===== config.mk =====
export PLATFORM = sky130hd
export DESIGN_NAME = phase_weighted_support_centroid
export DESIGN_NICKNAME = d
export VERILOG_FILES = /design/src/design/pwsc_pkg.sv /design/src/design/phase_weighted_support_centroid.sv /design/src/design/pwsc_div.sv /design/src/design/pwsc_dp.sv /design/src/design/pwsc_ctrl.sv
export SDC_FILE = /design/constraint.sdc
export NUM_CORES = 2
export LEC_CHECK = 0
export ABC_AREA = 1
export BUFFER_PORTS_ARGS = -buffer_cell sky130_fd_sc_hd__buf_2
export CAP_MARGIN = 20
export CORE_MARGIN = 4
export CORE_UTILIZATION = 50
export CTS_CLUSTER_DIAMETER = 30
export DETAILED_ROUTE_END_ITERATION = 12
export GPL_TIMING_DRIVEN = 1
export HOLD_SLACK_MARGIN = 0.05
export PLACE_DENSITY = 0.78
export RECOVER_POWER = 25
export SYNTH_ARGS = -nofsm -noshare
export SYNTH_HDL_FRONTEND = slang
export SYNTH_SLANG_ARGS = --single-unit

===== constraint.sdc =====
create_clock -name i_clk -period 11.4 [get_ports i_clk]
set_input_delay 2.28 -clock i_clk [delete_from_list [all_inputs] [get_ports i_clk]]
set_output_delay 2.28 -clock i_clk [all_outputs]
set_load 0.1 [all_outputs]

===== src/design/pwsc_pkg.sv =====
// Shared types and constants of the phase-weighted support centroid.
package pwsc_pkg;

    localparam int Q15_W      = 16;
    localparam int PHASE_W    = 17;
    localparam int FOOT_W     = 32;
    localparam int CFG_IDX_W  = 3;
    localparam int CFG_DATA_W = 32;
    localparam int RAMP_STEPS = 15;

    localparam logic [Q15_W-1:0] ONE_Q15 = 16'h8000;

    typedef logic [CFG_IDX_W-1:0] t_cfg_idx;

    localparam t_cfg_idx CFG_MIN_WEIGHT   = 3'd0;
    localparam t_cfg_idx CFG_STANCE_START = 3'd1;
    localparam t_cfg_idx CFG_SWING_START  = 3'd2;
    localparam t_cfg_idx CFG_HEADING_OFS  = 3'd3;
    localparam t_cfg_idx CFG_LATERAL_OFS  = 3'd4;

    // controller to datapath
    typedef struct packed {
        logic load;       // latch an accepted leg word
        logic ramp_div;   // start ramp division
        logic ramp_set;   // ramp from the end cases, no division
        logic ramp_take;  // ramp from divider quotient
        logic mul_wgt;
        logic take_wgt;
        logic mul_x;      // also accumulates weight and plain sums
        logic acc_x;      // also multiplies y
        logic acc_y;
        logic div_x;
        logic div_y;
        logic take_x;
        logic take_y;     // load output word, clear sums
    } t_dp_cmd;

    // datapath to controller
    typedef struct packed {
        logic need_div;
        logic div_busy;
        logic closing;
    } t_dp_sts;

endpackage


===== src/design/phase_weighted_support_centroid.sv =====
// Phase-weighted support centroid: stream ports, config port, controller and datapath.
// A leg word runs through the ramp, weight and sum steps, with a 15-step divide when its ramp needs one.
// A closing leg adds the two centroid divisions on the shared bit-serial divider.
// One leg word at a time; the next is taken while a finished result waits on the master side.
// Synchronous active-low reset clears config registers, sums, leg count and output valid.
module phase_weighted_support_centroid
    import pwsc_pkg::*;
#(
    parameter int MAX_LEGS = 4
) (
    input  logic                  i_clk,
    input  logic                  i_rst_n,
    // slave side: one leg word
    input  logic                  i_s_tvalid,
    output logic                  o_s_tready,
    input  logic [103:0]          i_s_tdata,   // stance_phase[16:0], swing_phase[33:17],
                                               // foot_x[65:34], foot_y[97:66], zero pad
    input  logic                  i_s_tuser,   // leg_grounded
    input  logic                  i_s_tlast,   // last_leg
    // master side: centroid target
    output logic                  o_m_tvalid,
    input  logic                  i_m_tready,
    output logic [63:0]           o_m_tdata,   // target_x[31:0], target_y[63:32]
    output logic                  o_m_tuser,   // used_plain_mean
    // config writes
    input  logic                  i_cfg_valid,
    output logic                  o_cfg_ready,
    input  logic [CFG_IDX_W-1:0]  i_cfg_index,
    input  logic [CFG_DATA_W-1:0] i_cfg_data
);

    t_dp_cmd           cmd;
    t_dp_sts           sts;
    logic [FOOT_W-1:0] target_x;
    logic [FOOT_W-1:0] target_y;

    assign o_cfg_ready = 1'b1;

    pwsc_ctrl u_ctrl (
        .i_clk     (i_clk),
        .i_rst_n   (i_rst_n),
        .i_s_tvalid(i_s_tvalid),
        .o_s_tready(o_s_tready),
        .i_m_tready(i_m_tready),
        .o_m_tvalid(o_m_tvalid),
        .o_cmd     (cmd),
        .i_sts     (sts)
    );

    pwsc_dp #(
        .MAX_LEGS(MAX_LEGS)
    ) u_dp (
        .i_clk            (i_clk),
        .i_rst_n          (i_rst_n),
        .i_cmd            (cmd),
        .o_sts            (sts),
        .i_cfg_we         (i_cfg_valid && o_cfg_ready),
        .i_cfg_index      (i_cfg_index),
        .i_cfg_data       (i_cfg_data),
        .i_leg_grounded   (i_s_tuser),
        .i_stance_phase   (i_s_tdata[16:0]),
        .i_swing_phase    (i_s_tdata[33:17]),
        .i_foot_x         (i_s_tdata[65:34]),
        .i_foot_y         (i_s_tdata[97:66]),
        .i_last_leg       (i_s_tlast),
        .o_target_x       (target_x),
        .o_target_y       (target_y),
        .o_used_plain_mean(o_m_tuser)
    );

    assign o_m_tdata = {target_y, target_x};

endmodule


===== src/design/pwsc_div.sv =====
// Restoring unsigned divider, one quotient bit per cycle.
module pwsc_div
    import pwsc_pkg::*;
#(
    parameter int NUM_W  = 52,
    parameter int DEN_W  = 18,
    parameter int STEP_W = $clog2(NUM_W + 1)
) (
    input  logic              i_clk,
    input  logic              i_rst_n,
    input  logic              i_start,
    input  logic [DEN_W-1:0]  i_rem_init,
    input  logic [NUM_W-1:0]  i_dividend,
    input  logic [DEN_W-1:0]  i_den,
    input  logic [STEP_W-1:0] i_steps,
    output logic              o_busy,
    output logic [NUM_W-1:0]  o_quo
);

    logic              r_busy;
    logic [STEP_W-1:0] r_cnt;
    logic [DEN_W-1:0]  r_rem;
    logic [DEN_W-1:0]  r_den;
    logic [NUM_W-1:0]  r_dq;

    logic [DEN_W:0]    trial;
    logic              ge;
    logic [DEN_W:0]    diff;
    logic [DEN_W-1:0]  n_rem;

    assign trial = {r_rem, r_dq[NUM_W-1]};
    assign ge    = trial >= {1'b0, r_den};
    assign diff  = trial - {1'b0, r_den};
    assign n_rem = ge ? diff[DEN_W-1:0] : trial[DEN_W-1:0];

    always_ff @(posedge i_clk) begin
        if (!i_rst_n) begin
            r_busy <= 1'b0;
            r_cnt  <= '0;
            r_dq   <= '0;
        end else if (i_start) begin
            r_busy <= 1'b1;
            r_cnt  <= i_steps;
            r_rem  <= i_rem_init;
            r_dq   <= i_dividend;
            r_den  <= i_den;
        end else if (r_busy) begin
            r_rem <= n_rem;
            r_dq  <= {r_dq[NUM_W-2:0], ge};
            r_cnt <= r_cnt - STEP_W'(1);
            if (r_cnt == STEP_W'(1)) begin
                r_busy <= 1'b0;
            end
        end
    end

    assign o_busy = r_busy;
    assign o_quo  = r_dq;

    a_quo_held: assert property (@(posedge i_clk) disable iff (!i_rst_n)
        !r_busy && !i_start |=> $stable(o_quo))
        else $error("divider quotient changed while idle");

    a_rem_below_den: assert property (@(posedge i_clk) disable iff (!i_rst_n)
        r_busy && $past(r_busy) |-> r_rem < r_den)
        else $error("divider remainder not below divisor");

    a_busy_ends: assert property (@(posedge i_clk) disable iff (!i_rst_n)
        r_busy && !i_start && r_cnt == STEP_W'(1) |=> !r_busy)
        else $error("divider ran past its step count");

endmodule


===== src/design/pwsc_dp.sv =====
// Datapath: config registers, weight ramp, shared multiplier, sums, divider and output word.
module pwsc_dp
    import pwsc_pkg::*;
#(
    parameter int MAX_LEGS = 4
) (
    input  logic                  i_clk,
    input  logic                  i_rst_n,
    input  t_dp_cmd               i_cmd,
    output t_dp_sts               o_sts,
    input  logic                  i_cfg_we,
    input  t_cfg_idx              i_cfg_index,
    input  logic [CFG_DATA_W-1:0] i_cfg_data,
    input  logic                  i_leg_grounded,
    input  logic [PHASE_W-1:0]    i_stance_phase,
    input  logic [PHASE_W-1:0]    i_swing_phase,
    input  logic [FOOT_W-1:0]     i_foot_x,
    input  logic [FOOT_W-1:0]     i_foot_y,
    input  logic                  i_last_leg,
    output logic [FOOT_W-1:0]     o_target_x,
    output logic [FOOT_W-1:0]     o_target_y,
    output logic                  o_used_plain_mean
);

    localparam int CNT_W  = $clog2(MAX_LEGS + 1);
    localparam int WSUM_W = $clog2(MAX_LEGS * 32768 + 1);
    localparam int WX_W   = 50 + $clog2(MAX_LEGS + 1);
    localparam int PS_W   = FOOT_W + 1 + $clog2(MAX_LEGS + 1);
    localparam int PROD_W = 50;
    localparam int RES_W  = WX_W + 2;
    localparam int STEP_W = $clog2(WX_W + 1);

    function automatic logic [Q15_W-1:0] phase_clamp(input logic [PHASE_W-1:0] p);
        logic [Q15_W-1:0] v;
        v = p[Q15_W-1:0];
        if (p[PHASE_W-1]) begin
            return '0;
        end
        return (v > ONE_Q15) ? ONE_Q15 : v;
    endfunction

    function automatic logic [FOOT_W-1:0] sat32(input logic [RES_W-1:0] v);
        logic [RES_W-FOOT_W:0] upper;
        upper = v[RES_W-1:FOOT_W-1];
        if (&upper || ~|upper) begin
            return v[FOOT_W-1:0];
        end
        return v[RES_W-1] ? {1'b1, {(FOOT_W-1){1'b0}}} : {1'b0, {(FOOT_W-1){1'b1}}};
    endfunction

    // config
    logic [Q15_W-1:0]  r_min_w;
    logic [Q15_W-1:0]  r_stance_start;
    logic [Q15_W-1:0]  r_swing_start;
    logic [FOOT_W-1:0] r_heading;
    logic [FOOT_W-1:0] r_lateral;
    logic [Q15_W-1:0]  cfg_q15;

    assign cfg_q15 = (i_cfg_data[Q15_W-1:0] > ONE_Q15) ? ONE_Q15 : i_cfg_data[Q15_W-1:0];

    always_ff @(posedge i_clk) begin
        if (!i_rst_n) begin
            r_min_w        <= '0;
            r_stance_start <= '0;
            r_swing_start  <= '0;
            r_heading      <= '0;
            r_lateral      <= '0;
        end else if (i_cfg_we) begin
            unique case (i_cfg_index)
                CFG_MIN_WEIGHT:   r_min_w        <= cfg_q15;
                CFG_STANCE_START: r_stance_start <= cfg_q15;
                CFG_SWING_START:  r_swing_start  <= cfg_q15;
                CFG_HEADING_OFS:  r_heading      <= i_cfg_data;
                CFG_LATERAL_OFS:  r_lateral      <= i_cfg_data;
                default: ;
            endcase
        end
    end

    // leg word
    logic              r_grounded;
    logic              r_last;
    logic [Q15_W-1:0]  r_phase;
    logic [Q15_W-1:0]  r_start;
    logic [FOOT_W-1:0] r_fx;
    logic [FOOT_W-1:0] r_fy;

    always_ff @(posedge i_clk) begin
        if (i_cmd.load) begin
            r_grounded <= i_leg_grounded;
            r_last     <= i_last_leg;
            r_phase    <= i_leg_grounded ? phase_clamp(i_stance_phase)
                                         : phase_clamp(i_swing_phase);
            r_start    <= i_leg_grounded ? r_stance_start : r_swing_start;
            r_fx       <= i_foot_x;
            r_fy       <= i_foot_y;
        end
    end

    // ramp and weight
    logic [Q15_W-1:0] r_ramp;
    logic [Q15_W-1:0] r_w;
    logic [Q15_W-1:0] ramp_end;
    logic [Q15_W-1:0] r_eff;
    logic [Q15_W-1:0] one_minus_min;
    logic             need_div;

    assign need_div = (r_start != ONE_Q15) && (r_phase > r_start) && (r_phase != ONE_Q15);
    always_comb begin
        if (r_start == ONE_Q15) begin
            ramp_end = (r_phase == ONE_Q15) ? ONE_Q15 : '0;
        end else begin
            ramp_end = (r_phase <= r_start) ? '0 : ONE_Q15;
        end
    end
    assign r_eff         = r_grounded ? ONE_Q15 - r_ramp : r_ramp;
    assign one_minus_min = ONE_Q15 - r_min_w;

    // shared multiplier, product registered
    logic signed [FOOT_W:0]   mul_a;
    logic signed [Q15_W:0]    mul_b;
    logic signed [PROD_W-1:0] r_prod;

    always_comb begin
        mul_a = $signed({{(FOOT_W-Q15_W+1){1'b0}}, one_minus_min});
        mul_b = $signed({1'b0, r_eff});
        if (i_cmd.mul_x) begin
            mul_a = $signed({r_fx[FOOT_W-1], r_fx});
            mul_b = $signed({1'b0, r_w});
        end else if (i_cmd.acc_x) begin
            mul_a = $signed({r_fy[FOOT_W-1], r_fy});
            mul_b = $signed({1'b0, r_w});
        end
    end

    // divider
    logic [WX_W-1:0] quo;
    logic            div_busy;

    always_ff @(posedge i_clk) begin
        if (i_cmd.mul_wgt || i_cmd.mul_x || i_cmd.acc_x) begin
            r_prod <= mul_a * mul_b;
        end
        if (i_cmd.ramp_set) begin
            r_ramp <= ramp_end;
        end else if (i_cmd.ramp_take) begin
            r_ramp <= {1'b0, quo[RAMP_STEPS-1:0]};
        end
        if (i_cmd.take_wgt) begin
            r_w <= r_min_w + r_prod[2*RAMP_STEPS:RAMP_STEPS];
        end
    end

    // sums
    logic        [WSUM_W-1:0] r_wsum;
    logic signed [WX_W-1:0]   r_wx;
    logic signed [WX_W-1:0]   r_wy;
    logic signed [PS_W-1:0]   r_px;
    logic signed [PS_W-1:0]   r_py;
    logic        [CNT_W-1:0]  r_count;

    always_ff @(posedge i_clk) begin
        if (!i_rst_n || i_cmd.take_y) begin
            r_wsum  <= '0;
            r_wx    <= '0;
            r_wy    <= '0;
            r_px    <= '0;
            r_py    <= '0;
            r_count <= '0;
        end else begin
            if (i_cmd.mul_x) begin
                r_wsum  <= r_wsum + WSUM_W'(r_w);
                r_px    <= r_px + PS_W'($signed(r_fx));
                r_py    <= r_py + PS_W'($signed(r_fy));
                r_count <= r_count + CNT_W'(1);
            end
            if (i_cmd.acc_x) begin
                r_wx <= r_wx + WX_W'(r_prod);
            end
            if (i_cmd.acc_y) begin
                r_wy <= r_wy + WX_W'(r_prod);
            end
        end
    end

    // final division operands: sign and magnitude, rounding half added up front
    logic                     plain;
    logic        [WSUM_W-1:0] den_fin;
    logic signed [WX_W-1:0]   num_sel;
    logic                     num_neg;
    logic        [WX_W-1:0]   num_mag;
    logic                     div_start;
    logic        [WSUM_W-1:0] div_rem_init;
    logic        [WX_W-1:0]   div_dividend;
    logic        [WSUM_W-1:0] div_den;
    logic        [STEP_W-1:0] div_steps;

    assign plain   = (r_wsum == '0);
    assign den_fin = plain ? WSUM_W'(r_count) : r_wsum;

    always_comb begin
        if (i_cmd.div_y || i_cmd.take_y) begin
            num_sel = plain ? WX_W'(r_py) : r_wy;
        end else begin
            num_sel = plain ? WX_W'(r_px) : r_wx;
        end
    end
    assign num_neg = num_sel[WX_W-1];
    assign num_mag = num_neg ? WX_W'(-num_sel) : WX_W'(num_sel);

    assign div_start = i_cmd.ramp_div || i_cmd.div_x || i_cmd.div_y;
    always_comb begin
        if (i_cmd.ramp_div) begin
            div_rem_init = WSUM_W'(r_phase - r_start);
            div_dividend = '0;
            div_den      = WSUM_W'(ONE_Q15 - r_start);
            div_steps    = STEP_W'(RAMP_STEPS);
        end else begin
            div_rem_init = '0;
            div_dividend = num_mag + WX_W'(den_fin >> 1);
            div_den      = den_fin;
            div_steps    = STEP_W'(WX_W);
        end
    end

    pwsc_div #(
        .NUM_W (WX_W),
        .DEN_W (WSUM_W),
        .STEP_W(STEP_W)
    ) u_div (
        .i_clk     (i_clk),
        .i_rst_n   (i_rst_n),
        .i_start   (div_start),
        .i_rem_init(div_rem_init),
        .i_dividend(div_dividend),
        .i_den     (div_den),
        .i_steps   (div_steps),
        .o_busy    (div_busy),
        .o_quo     (quo)
    );

    // result: signed quotient plus offset, saturated
    logic                    r_neg;   // sign of the dividend now in the divider
    logic signed [RES_W-1:0] q_signed;
    logic signed [RES_W-1:0] res;
    logic        [FOOT_W-1:0] ofs;
    logic        [FOOT_W-1:0] r_cx;

    assign ofs      = (i_cmd.take_y) ? r_lateral : r_heading;
    assign q_signed = r_neg ? -$signed(RES_W'(quo)) : $signed(RES_W'(quo));
    assign res      = q_signed + RES_W'($signed(ofs));

    always_ff @(posedge i_clk) begin
        if (i_cmd.div_x || i_cmd.div_y) begin
            r_neg <= num_neg;
        end
        if (i_cmd.take_x) begin
            r_cx <= sat32(res);
        end
        if (i_cmd.take_y) begin
            o_target_x        <= r_cx;
            o_target_y        <= sat32(res);
            o_used_plain_mean <= plain;
        end
    end

    assign o_sts.need_div = need_div;
    assign o_sts.div_busy = div_busy;
    assign o_sts.closing  = r_last || (r_count == CNT_W'(MAX_LEGS));

    a_count_bound: assert property (@(posedge i_clk) disable iff (!i_rst_n)
        r_count <= CNT_W'(MAX_LEGS))
        else $error("leg count beyond MAX_LEGS");

    a_weight_bound: assert property (@(posedge i_clk) disable iff (!i_rst_n)
        i_cmd.mul_x |-> r_w <= ONE_Q15 && r_w >= r_min_w)
        else $error("leg weight outside min..1.0");

    a_ramp_bound: assert property (@(posedge i_clk) disable iff (!i_rst_n)
        i_cmd.mul_wgt |-> r_ramp <= ONE_Q15)
        else $error("ramp above 1.0");

endmodule


===== src/design/pwsc_ctrl.sv =====
// Controller: sequences each leg word and the closing divisions, owns the output valid.
module pwsc_ctrl
    import pwsc_pkg::*;
(
    input  logic    i_clk,
    input  logic    i_rst_n,
    input  logic    i_s_tvalid,
    output logic    o_s_tready,
    input  logic    i_m_tready,
    output logic    o_m_tvalid,
    output t_dp_cmd o_cmd,
    input  t_dp_sts i_sts
);

    typedef enum logic [3:0] {
        ST_IDLE,
        ST_RAMP,
        ST_RDIV,
        ST_WMUL,
        ST_WGT,
        ST_XMUL,
        ST_XACC,
        ST_YACC,
        ST_DIVX,
        ST_WX,
        ST_WY
    } t_state;

    t_state r_state;
    t_state n_state;
    logic   r_out_valid;
    logic   slot_free;

    assign slot_free = !r_out_valid || i_m_tready;

    always_comb begin
        n_state = r_state;
        o_cmd   = '0;
        unique case (r_state)
            ST_IDLE: begin
                o_cmd.load = i_s_tvalid;
                if (i_s_tvalid) n_state = ST_RAMP;
            end
            ST_RAMP: begin
                if (i_sts.need_div) begin
                    o_cmd.ramp_div = 1'b1;
                    n_state        = ST_RDIV;
                end else begin
                    o_cmd.ramp_set = 1'b1;
                    n_state        = ST_WMUL;
                end
            end
            ST_RDIV: begin
                if (!i_sts.div_busy) begin
                    o_cmd.ramp_take = 1'b1;
                    n_state         = ST_WMUL;
                end
            end
            ST_WMUL: begin
                o_cmd.mul_wgt = 1'b1;
                n_state       = ST_WGT;
            end
            ST_WGT: begin
                o_cmd.take_wgt = 1'b1;
                n_state        = ST_XMUL;
            end
            ST_XMUL: begin
                o_cmd.mul_x = 1'b1;
                n_state     = ST_XACC;
            end
            ST_XACC: begin
                o_cmd.acc_x = 1'b1;
                n_state     = ST_YACC;
            end
            ST_YACC: begin
                o_cmd.acc_y = 1'b1;
                n_state     = i_sts.closing ? ST_DIVX : ST_IDLE;
            end
            ST_DIVX: begin
                o_cmd.div_x = 1'b1;
                n_state     = ST_WX;
            end
            ST_WX: begin
                if (!i_sts.div_busy) begin
                    o_cmd.take_x = 1'b1;
                    o_cmd.div_y  = 1'b1;
                    n_state      = ST_WY;
                end
            end
            ST_WY: begin
                // hold the y quotient until the output register is free
                if (!i_sts.div_busy && slot_free) begin
                    o_cmd.take_y = 1'b1;
                    n_state      = ST_IDLE;
                end
            end
            default: n_state = ST_IDLE;
        endcase
    end

    always_ff @(posedge i_clk) begin
        if (!i_rst_n) begin
            r_state     <= ST_IDLE;
            r_out_valid <= 1'b0;
        end else begin
            r_state <= n_state;
            if (o_cmd.take_y) begin
                r_out_valid <= 1'b1;
            end else if (i_m_tready) begin
                r_out_valid <= 1'b0;
            end
        end
    end

    assign o_s_tready = (r_state == ST_IDLE);
    assign o_m_tvalid = r_out_valid;

    a_no_overwrite: assert property (@(posedge i_clk) disable iff (!i_rst_n)
        o_cmd.take_y |-> slot_free)
        else $error("output word overwritten before it was taken");

    a_div_idle_on_start: assert property (@(posedge i_clk) disable iff (!i_rst_n)
        (o_cmd.ramp_div || o_cmd.div_x || o_cmd.div_y) |-> !i_sts.div_busy)
        else $error("divider started while busy");

    a_close_to_div: assert property (@(posedge i_clk) disable iff (!i_rst_n)
        r_state == ST_YACC && i_sts.closing |=> r_state == ST_DIVX)
        else $error("closing leg did not start the centroid division");

endmodule

* After elaboration in Yosys (flattened, before gate mapping)
Cells that the tools add are included.
Storage, ports and cells: input port bits 146, bits in registers 690, logic and storage cells 189, output and inout bits 68
Cells by class: eq/ne operators 24, multiply operators 1, $lt $le $gt $ge 6, $add $sub $neg 17, reductions and logical operators 33, mux-type cells 76
Operator list (count):
- 53-bit 2-to-1 mux | 7
- 16-bit 2-to-1 mux | 17
- 32-bit 2-to-1 mux | 5
- 18-bit 2-to-1 mux | 6
- 53-bit by 50-bit adder with 53-bit output | 2
- 36-bit by 32-bit adder with 36-bit output | 2
- 33-bit 2-to-1 mux | 2
- 55-bit by 32-bit adder with 55-bit output | 1
- 55-bit 2-to-1 mux | 1
- 53-bit negator with 55-bit output | 1
- 53-bit by 17-bit adder with 53-bit output | 1
- 53-bit negator | 1
- 33-bit by 17-bit multiplier with 50-bit output | 1
- 16-bit greater-than comparator (second input constant) | 3
- 4-bit case mux with 11 select lines | 1
- 16-bit equality test (second input constant) | 2
- 16-bit inequality test (second input constant) | 2
- 16-bit subtractor (first input constant) | 2
- 1-bit 2-to-1 mux | 26
- 24-bit AND reduction | 1
- 24-bit OR reduction | 1
- 4-bit 2-to-1 mux | 5
- 19-bit by 18-bit >= comparator with 1-bit output | 1
- 18-bit by 16-bit adder with 18-bit output | 1
- other kinds (29) | 65

* Depth between registers and ports, before layout
word-level depth 13, gate-level depth with buffers 49, mapped depth without buffers 48

* Hierarchy
A second synthesis with hierarchy kept.
Second synthesis, totals: cell total of the unflattened synthesis 9492, area, all modules 68542.0 um^2
By module, submodules not included:
- pwsc_dp | seq. area each 14574.0 um^2, cells an instance 8621, area an instance 62424.9 um^2, instances 1
- pwsc_div | seq. area each 2282.2 um^2, cells an instance 790, area an instance 5676.7 um^2, instances 1
- pwsc_ctrl | seq. area each 100.1 um^2, cells an instance 79, area an instance 429.2 um^2, instances 1
- phase_weighted_support_centroid | seq. area each 0.0 um^2, cells an instance 2, area an instance 11.3 um^2, instances 1

* Worst setup path before layout
OpenSTA, ideal clock, no wires.
kind in2reg, start point in i_s_tvalid, end point reg u_dp.r_fx[0], enable pin, required time 10724 ps, buffers on the path 0, cell stages on the path 2, data arrival time 8945 ps, setup slack 1780 ps, cells stage by stage inv_1 > nor3_1
RTL lines:
- start: declaration | line phase_weighted_support_centroid.sv:14 | input logic i_s_tvalid,
- end signal: assignment | line pwsc_dp.sv:95 | r_fx <= i_foot_x;
- end: declaration | line pwsc_dp.sv:85 | logic [FOOT_W-1:0] r_fx;

* Worst setup path in the final report
start point reg u_ctrl.r_state[0], end point reg u_dp.r_prod[48] (data pin)
On the way: longest elaborated chain between the ends 5, elaborated cells on any way between the ends 9
Ends and longest elaborated chain:
- start: declaration | line pwsc_ctrl.sv:29 | t_state r_state;
- start signal: assignment | line pwsc_ctrl.sv:106 | r_state <= n_state;
- 4-bit by 3-bit equality test with 1-bit output | line pwsc_ctrl.sv:39 | unique case (r_state)
- 1-bit 2-to-1 mux | line pwsc_ctrl.sv:39
- 33-bit 2-to-1 mux or 16-bit 2-to-1 mux (tied branches) | line pwsc_dp.sv:130 | end else if (i_cmd.acc_x) begin
- 33-bit 2-to-1 mux or 16-bit 2-to-1 mux (tied branches) | line pwsc_dp.sv:127 | if (i_cmd.mul_x) begin
- 33-bit by 17-bit multiplier with 50-bit output (*) | line pwsc_dp.sv:142 | r_prod <= mul_a * mul_b;
- end signal: assignment | line pwsc_dp.sv:142
- end: declaration | line pwsc_dp.sv:122 | logic signed [PROD_W-1:0] r_prod;
Mark *: on every way between the ends. The rest lies on a longest branch, timed or not. A chain may end at the register's enable or synchronous reset.

==> results <==
- The flow ran to the end, but the final reports show violations.
- The checks that failed: capacitance limit, slew limit.
- The ratio of final minimum period to clock period is between 80 and 90%.
- In this run the worst setup path terminates at u_dp.r_prod[48].
- The synthesized instance count is just over 9000.
- The sum of internal, switching and leakage power is 0.02252 W.
- After clock tree synthesis, the setup repair step added 0 buffers.
- The length of the first detailed-routing pass in iterations is 7.
- Setup slack on the worst reg-to-reg path comes out at 1.41 ns.
- The die width is approximately 380 µm.
- The worst path in the final design needs a cycle of roughly 10 ns, including I/O delays and setup.
- Entering global routing, the biggest net connects 100 pins.
- The actual transition at the worst max-transition pin is approximately 3.1 ns.
- The path depth of the worst reg2reg path is 35.
- For this design the total switching power over the nets is roughly 0.011 W.
- The worst setup path is launched from a flip-flop.
- By area the synthesized netlist is led by sky130_fd_sc_hd__fa_1 15%, sky130_fd_sc_hd__edfxtp_1 14%, sky130_fd_sc_hd__dfxtp_1 11%, sky130_fd_sc_hd__nand2_1 10%, sky130_fd_sc_hd__inv_1 8.5%.
- Tracing the worst setup path back leads to its startpoint at u_ctrl.r_state[0].
- Counting instances in the post-synthesis netlist gives the leading cell types as 1880 x sky130_fd_sc_hd__nand2_1, 1545 x sky130_fd_sc_hd__inv_1, 937 x sky130_fd_sc_hd__nor2_1.
- The antenna violation net count after detailed routing is 0.
- The cell count after placement is approximately 11000.
- For this run, the post-layout net count is between 10000 and 15000.
- The clock arrives with between 0.05 and 0.06 ns of skew.
- Static timing analysis puts the maximum clock frequency at 100.1 MHz.
- CTS saw 690 sinks.
- The min-delay analysis places its worst path in the category flip-flop to flip-flop.
- Once the floorplan was initialized, standard cells occupied between 50% and 60% of the core.
- Compared with the post-synthesis result, the final layout area differs by 11.98%.
- The mean instance size in the synthesized netlist is between 7 and 8 µm².
- The switching portion of total power is 48.74%.
- Dividing the detail-routed wire length by the instance count gives 19.51 µm.
- The cell at the root of the clock tree is sky130_fd_sc_hd__clkbuf_16.
- The number of buffers added by the clock tree synthesis step is ~150.
- The proportion of synthesized chip area in sequential cells is around a quarter.
- The endpoint kind of the worst setup timing path is a flip-flop.
- The fraction of synthesis flops using an asynchronous set or reset pin is 0%.
- The most frequently used cell type in the post-synthesis netlist is sky130_fd_sc_hd__nand2_1.
- The total global-route track usage is between 30% and 40%.
- The clock-pin transition on the worst setup and hold timing paths is approximately 0.060 ns.
- The critical path's top delay family is adder cells.
- The instance count on the critical path is 35.
- The flip-flop cell with the highest count after synthesis is sky130_fd_sc_hd__dfxtp_1.
- The largest single stage delay on the critical path is just over 0.8 ns.
- The count of flip-flops with a built-in enable after synthesis is roughly 310.
- The part of the power in combinational logic is 63.0%.
- The capture point of the worst reg-to-reg path is u_dp.r_prod[48].
- Internal power comes to about 0.012 W.
- The critical register-to-register path startpoint is u_ctrl.r_state[0].
- The dominant cell type by area after synthesis is sky130_fd_sc_hd__fa_1.
- The number of synthesis warnings is 0.
- The total negative slack for setup checks is 0 ns.
- In this run the power density over the cells is 295.6 nW/µm².
- The DRC violation count after routing is 0.
- The number of buffers inserted by port buffering is 206.
- TritonCTS built the clock tree.
- The share of power burned in registers is between 15 and 20%.
- The number of antenna violations at the first check in global routing came to 5.
- Clock latency on the worst-skew pair, taken at its later pin, is around 0.80 ns.
- The post-route netlist has under 10% of its cells at a drive strength greater than 1.
- The worst hold margin is 0.4179 ns.
- Once layout is complete, the cells apart from fillers number about 11000.
- The global-route wire length before repair is roughly 340000 µm.
- The via total after detailed routing is about 64000.
- Counting along the longest clock path gives a buffer depth of 3.
- The final setup violation count is 0.
- The highest net fanout along the worst path is 23.
- Setup repair after global routing left no endpoint under its margin.
- The clock tree synthesis step divided the H-tree into 4 levels.
- The number of failing hold endpoints at the final stage came to 0.
- The data arrival time at the worst-slack endpoint is ~10 ns.
- The post-synthesis register bit count is 690.
- IR analysis of the VDD net gives a maximum drop of 0.7018 mV.
- The total area inside the core boundary comes to roughly 140000 µm².
- The via count of the first global-routing pass is 62210.
- When the netlist entered floorplanning its net count stood at 10370.
- The top cell type by area accounts for between 10 and 15% of the synthesized area.
- The die covers 142000 µm².
- Summed over all cells, the static leakage comes to ~38 nW.
- The die boundary height is ~380 µm.
- The critical path is of the flip-flop to flip-flop type.
- For this block, the initial DRC count from the detailed router was ~6700.
- The cell that appears most often on the critical path is sky130_fd_sc_hd__inv_1.
- The number of buffers inserted for hold repair after clock tree synthesis is 0.
- The weighted congestion at the end of routability-driven global placement is slightly above 1.
- Of the total power, the clock network draws roughly 21%.
- The detailed placement HPWL is 173700 µm.
- Counting both buffers and inverters, the worst setup path holds a total of 10.
- The critical path data required time is 11.89 ns.
- The total number of placement rows is about 140.
- The core occupancy in the finished layout is 56.30%.
- The worst slew margin relative to its limit is -107.5%.
- The remaining global-route overflow is 0.
- The number of library cell types mapped by synthesis is between 70 and 80.
- The routed design has ~220000 µm of wire.
- In the routed layout, each cell is associated on average with a via count of about 5.6.
- Summing every instance area after synthesis gives approximately 68000 µm².
- The final-report max-slew violation count came to ~270.
- The count of instances resized after the clock tree is built is 0.
- The max-capacitance violation count is 6.
- The slowest stage of the critical path belongs to the cell sky130_fd_sc_hd__inv_1.
- 214 I/O pins were placed.
## metal layers
| metal | wire length [µm] | vias up | global-route usage (%) |
|---|---|---|---|
| met5 | 27 | - | 0 |
| met4 | 11430 | 4 | 14.50 |
| met3 | 19980 | 552 | 4.915 |
| met2 | 101600 | 3051 | 49.85 |
| met1 | 88220 | 30140 | 39.35 |
| li1 | - | 30080 | - |
## cell usage in the layout, fill, tap and decap left out, types with 30 or more instances in the layout
cell type | netlist | layout
sky130_fd_sc_hd__inv_1 | 1545 | 1543
sky130_fd_sc_hd__o21a_1 | 30 | 30
sky130_fd_sc_hd__nor2_1 | 937 | 935
sky130_fd_sc_hd__a21oi_1 | 671 | 671
sky130_fd_sc_hd__ha_1 | 437 | 437
sky130_fd_sc_hd__clkbuf_16 | 0 | 157
sky130_fd_sc_hd__buf_4 | 23 | 92
sky130_fd_sc_hd__a21o_1 | 31 | 31
sky130_fd_sc_hd__dfxtp_1 | 376 | 376
sky130_fd_sc_hd__xnor2_1 | 142 | 142
sky130_fd_sc_hd__o21ai_1 | 47 | 46
sky130_fd_sc_hd__nor2_2 | 40 | 41
sky130_fd_sc_hd__a31oi_1 | 81 | 81
sky130_fd_sc_hd__nand3_1 | 536 | 535
sky130_fd_sc_hd__nand2_2 | 45 | 47
sky130_fd_sc_hd__clkbuf_1 | 225 | 36
sky130_fd_sc_hd__fa_1 | 503 | 503
sky130_fd_sc_hd__xor2_1 | 270 | 270
sky130_fd_sc_hd__o21ai_0 | 630 | 624
sky130_fd_sc_hd__nand4_1 | 46 | 46
sky130_fd_sc_hd__edfxtp_1 | 314 | 314
sky130_fd_sc_hd__nor3_1 | 63 | 62
sky130_fd_sc_hd__buf_2 | 35 | 187
sky130_fd_sc_hd__nand2_1 | 1880 | 1878
## worst register-to-register path, delay by kind of cell (launching register included)
kind	cells	cell delay, ns
AOI/OAI and AO/OA	9	1.92
xor gates and xnor gates	1	0.18
adders and majority gates	7	3.48
buffers and inverters	10	2.21
DFF	1	0.35
and+or+nand+nor	8	1.55
## flip-flops by register name, summed over array words and instances (netlist names), 32 cells and up
| register | cells |
|---|---|
| u_dp.o_target_y | 32 |
| u_dp.r_fy | 32 |
| u_dp.r_py | 36 |
| u_dp.r_lateral | 32 |
| u_dp.r_fx | 32 |
| u_dp.o_target_x | 32 |
| u_dp.r_wy | 53 |
| u_dp.r_wx | 53 |
| u_dp.u_div.o_quo | 53 |
| u_dp.r_px | 36 |
| u_dp.r_prod | 50 |
| u_dp.r_heading | 32 |
| u_dp.r_cx | 32 |
## per-stage QoR
step | area [µm²] | setup WS [ns]
global placement | 70660 | 1.831
CTS | 76230 | 1.612
floorplan | 68030 | 1.780
detailed placement | 70660 | 1.726
global route | 76170 | 0.9751
finish | 76180 | 1.413
## how the worst min path moves through the flow
stage / slack [ns] / cells past startpoint / to / from
CTS: 0.42 / 0 / u_dp.o_target_x[6] / u_dp.r_cx[6]
detailed placement: 0.40 / 0 / u_dp.o_target_x[14] / u_dp.r_cx[14]
floorplan: 0.40 / 0 / u_dp.o_target_x[0] / u_dp.r_cx[0]
finish: 0.42 / 0 / u_dp.o_target_x[6] / u_dp.r_cx[6]
global placement: 0.40 / 0 / u_dp.o_target_x[21] / u_dp.r_cx[21]
global route: 0.42 / 0 / u_dp.o_target_x[3] / u_dp.r_cx[3]
## kinds of logic after synthesis
kind of cell	count (synthesis)	share of synthesized area, %
XOR/XNOR	412	5.304
buffers and inverters	1913	10.97
other	1	0.005512
multiplexers	1	0.01471
AND/OR/NAND/NOR	3652	22.45
flip-flops	690	24.92
adder cells (fa/ha/maj)	940	22.84
AO/OA/AOI/OAI	1678	13.49
## cell type report
class                      count  area (µm²)
multi-input combinational   6684       43700
inverter                    1587        5967
sequential                   690       16960
fill                       12410       59120
timing repair buffer         307        1755
clock buffer                 171        4031
antenna                        2       5.005
tap                         1781        2228
clock inverter               115        1536
## power groups by stage
stage | Sequential, W | Clock [W] | Combinational, W
floorplan | 0.00353 | 0 | 0.0103
global placement | 0.00369 | 0 | 0.0138
detailed placement | 0.00369 | 0 | 0.0139
CTS | 0.00365 | 0.00470 | 0.0140
global route | 0.00367 | 0.00483 | 0.0160
finish | 0.00367 | 0.00466 | 0.0142
(Power assumes the default switching activity.)
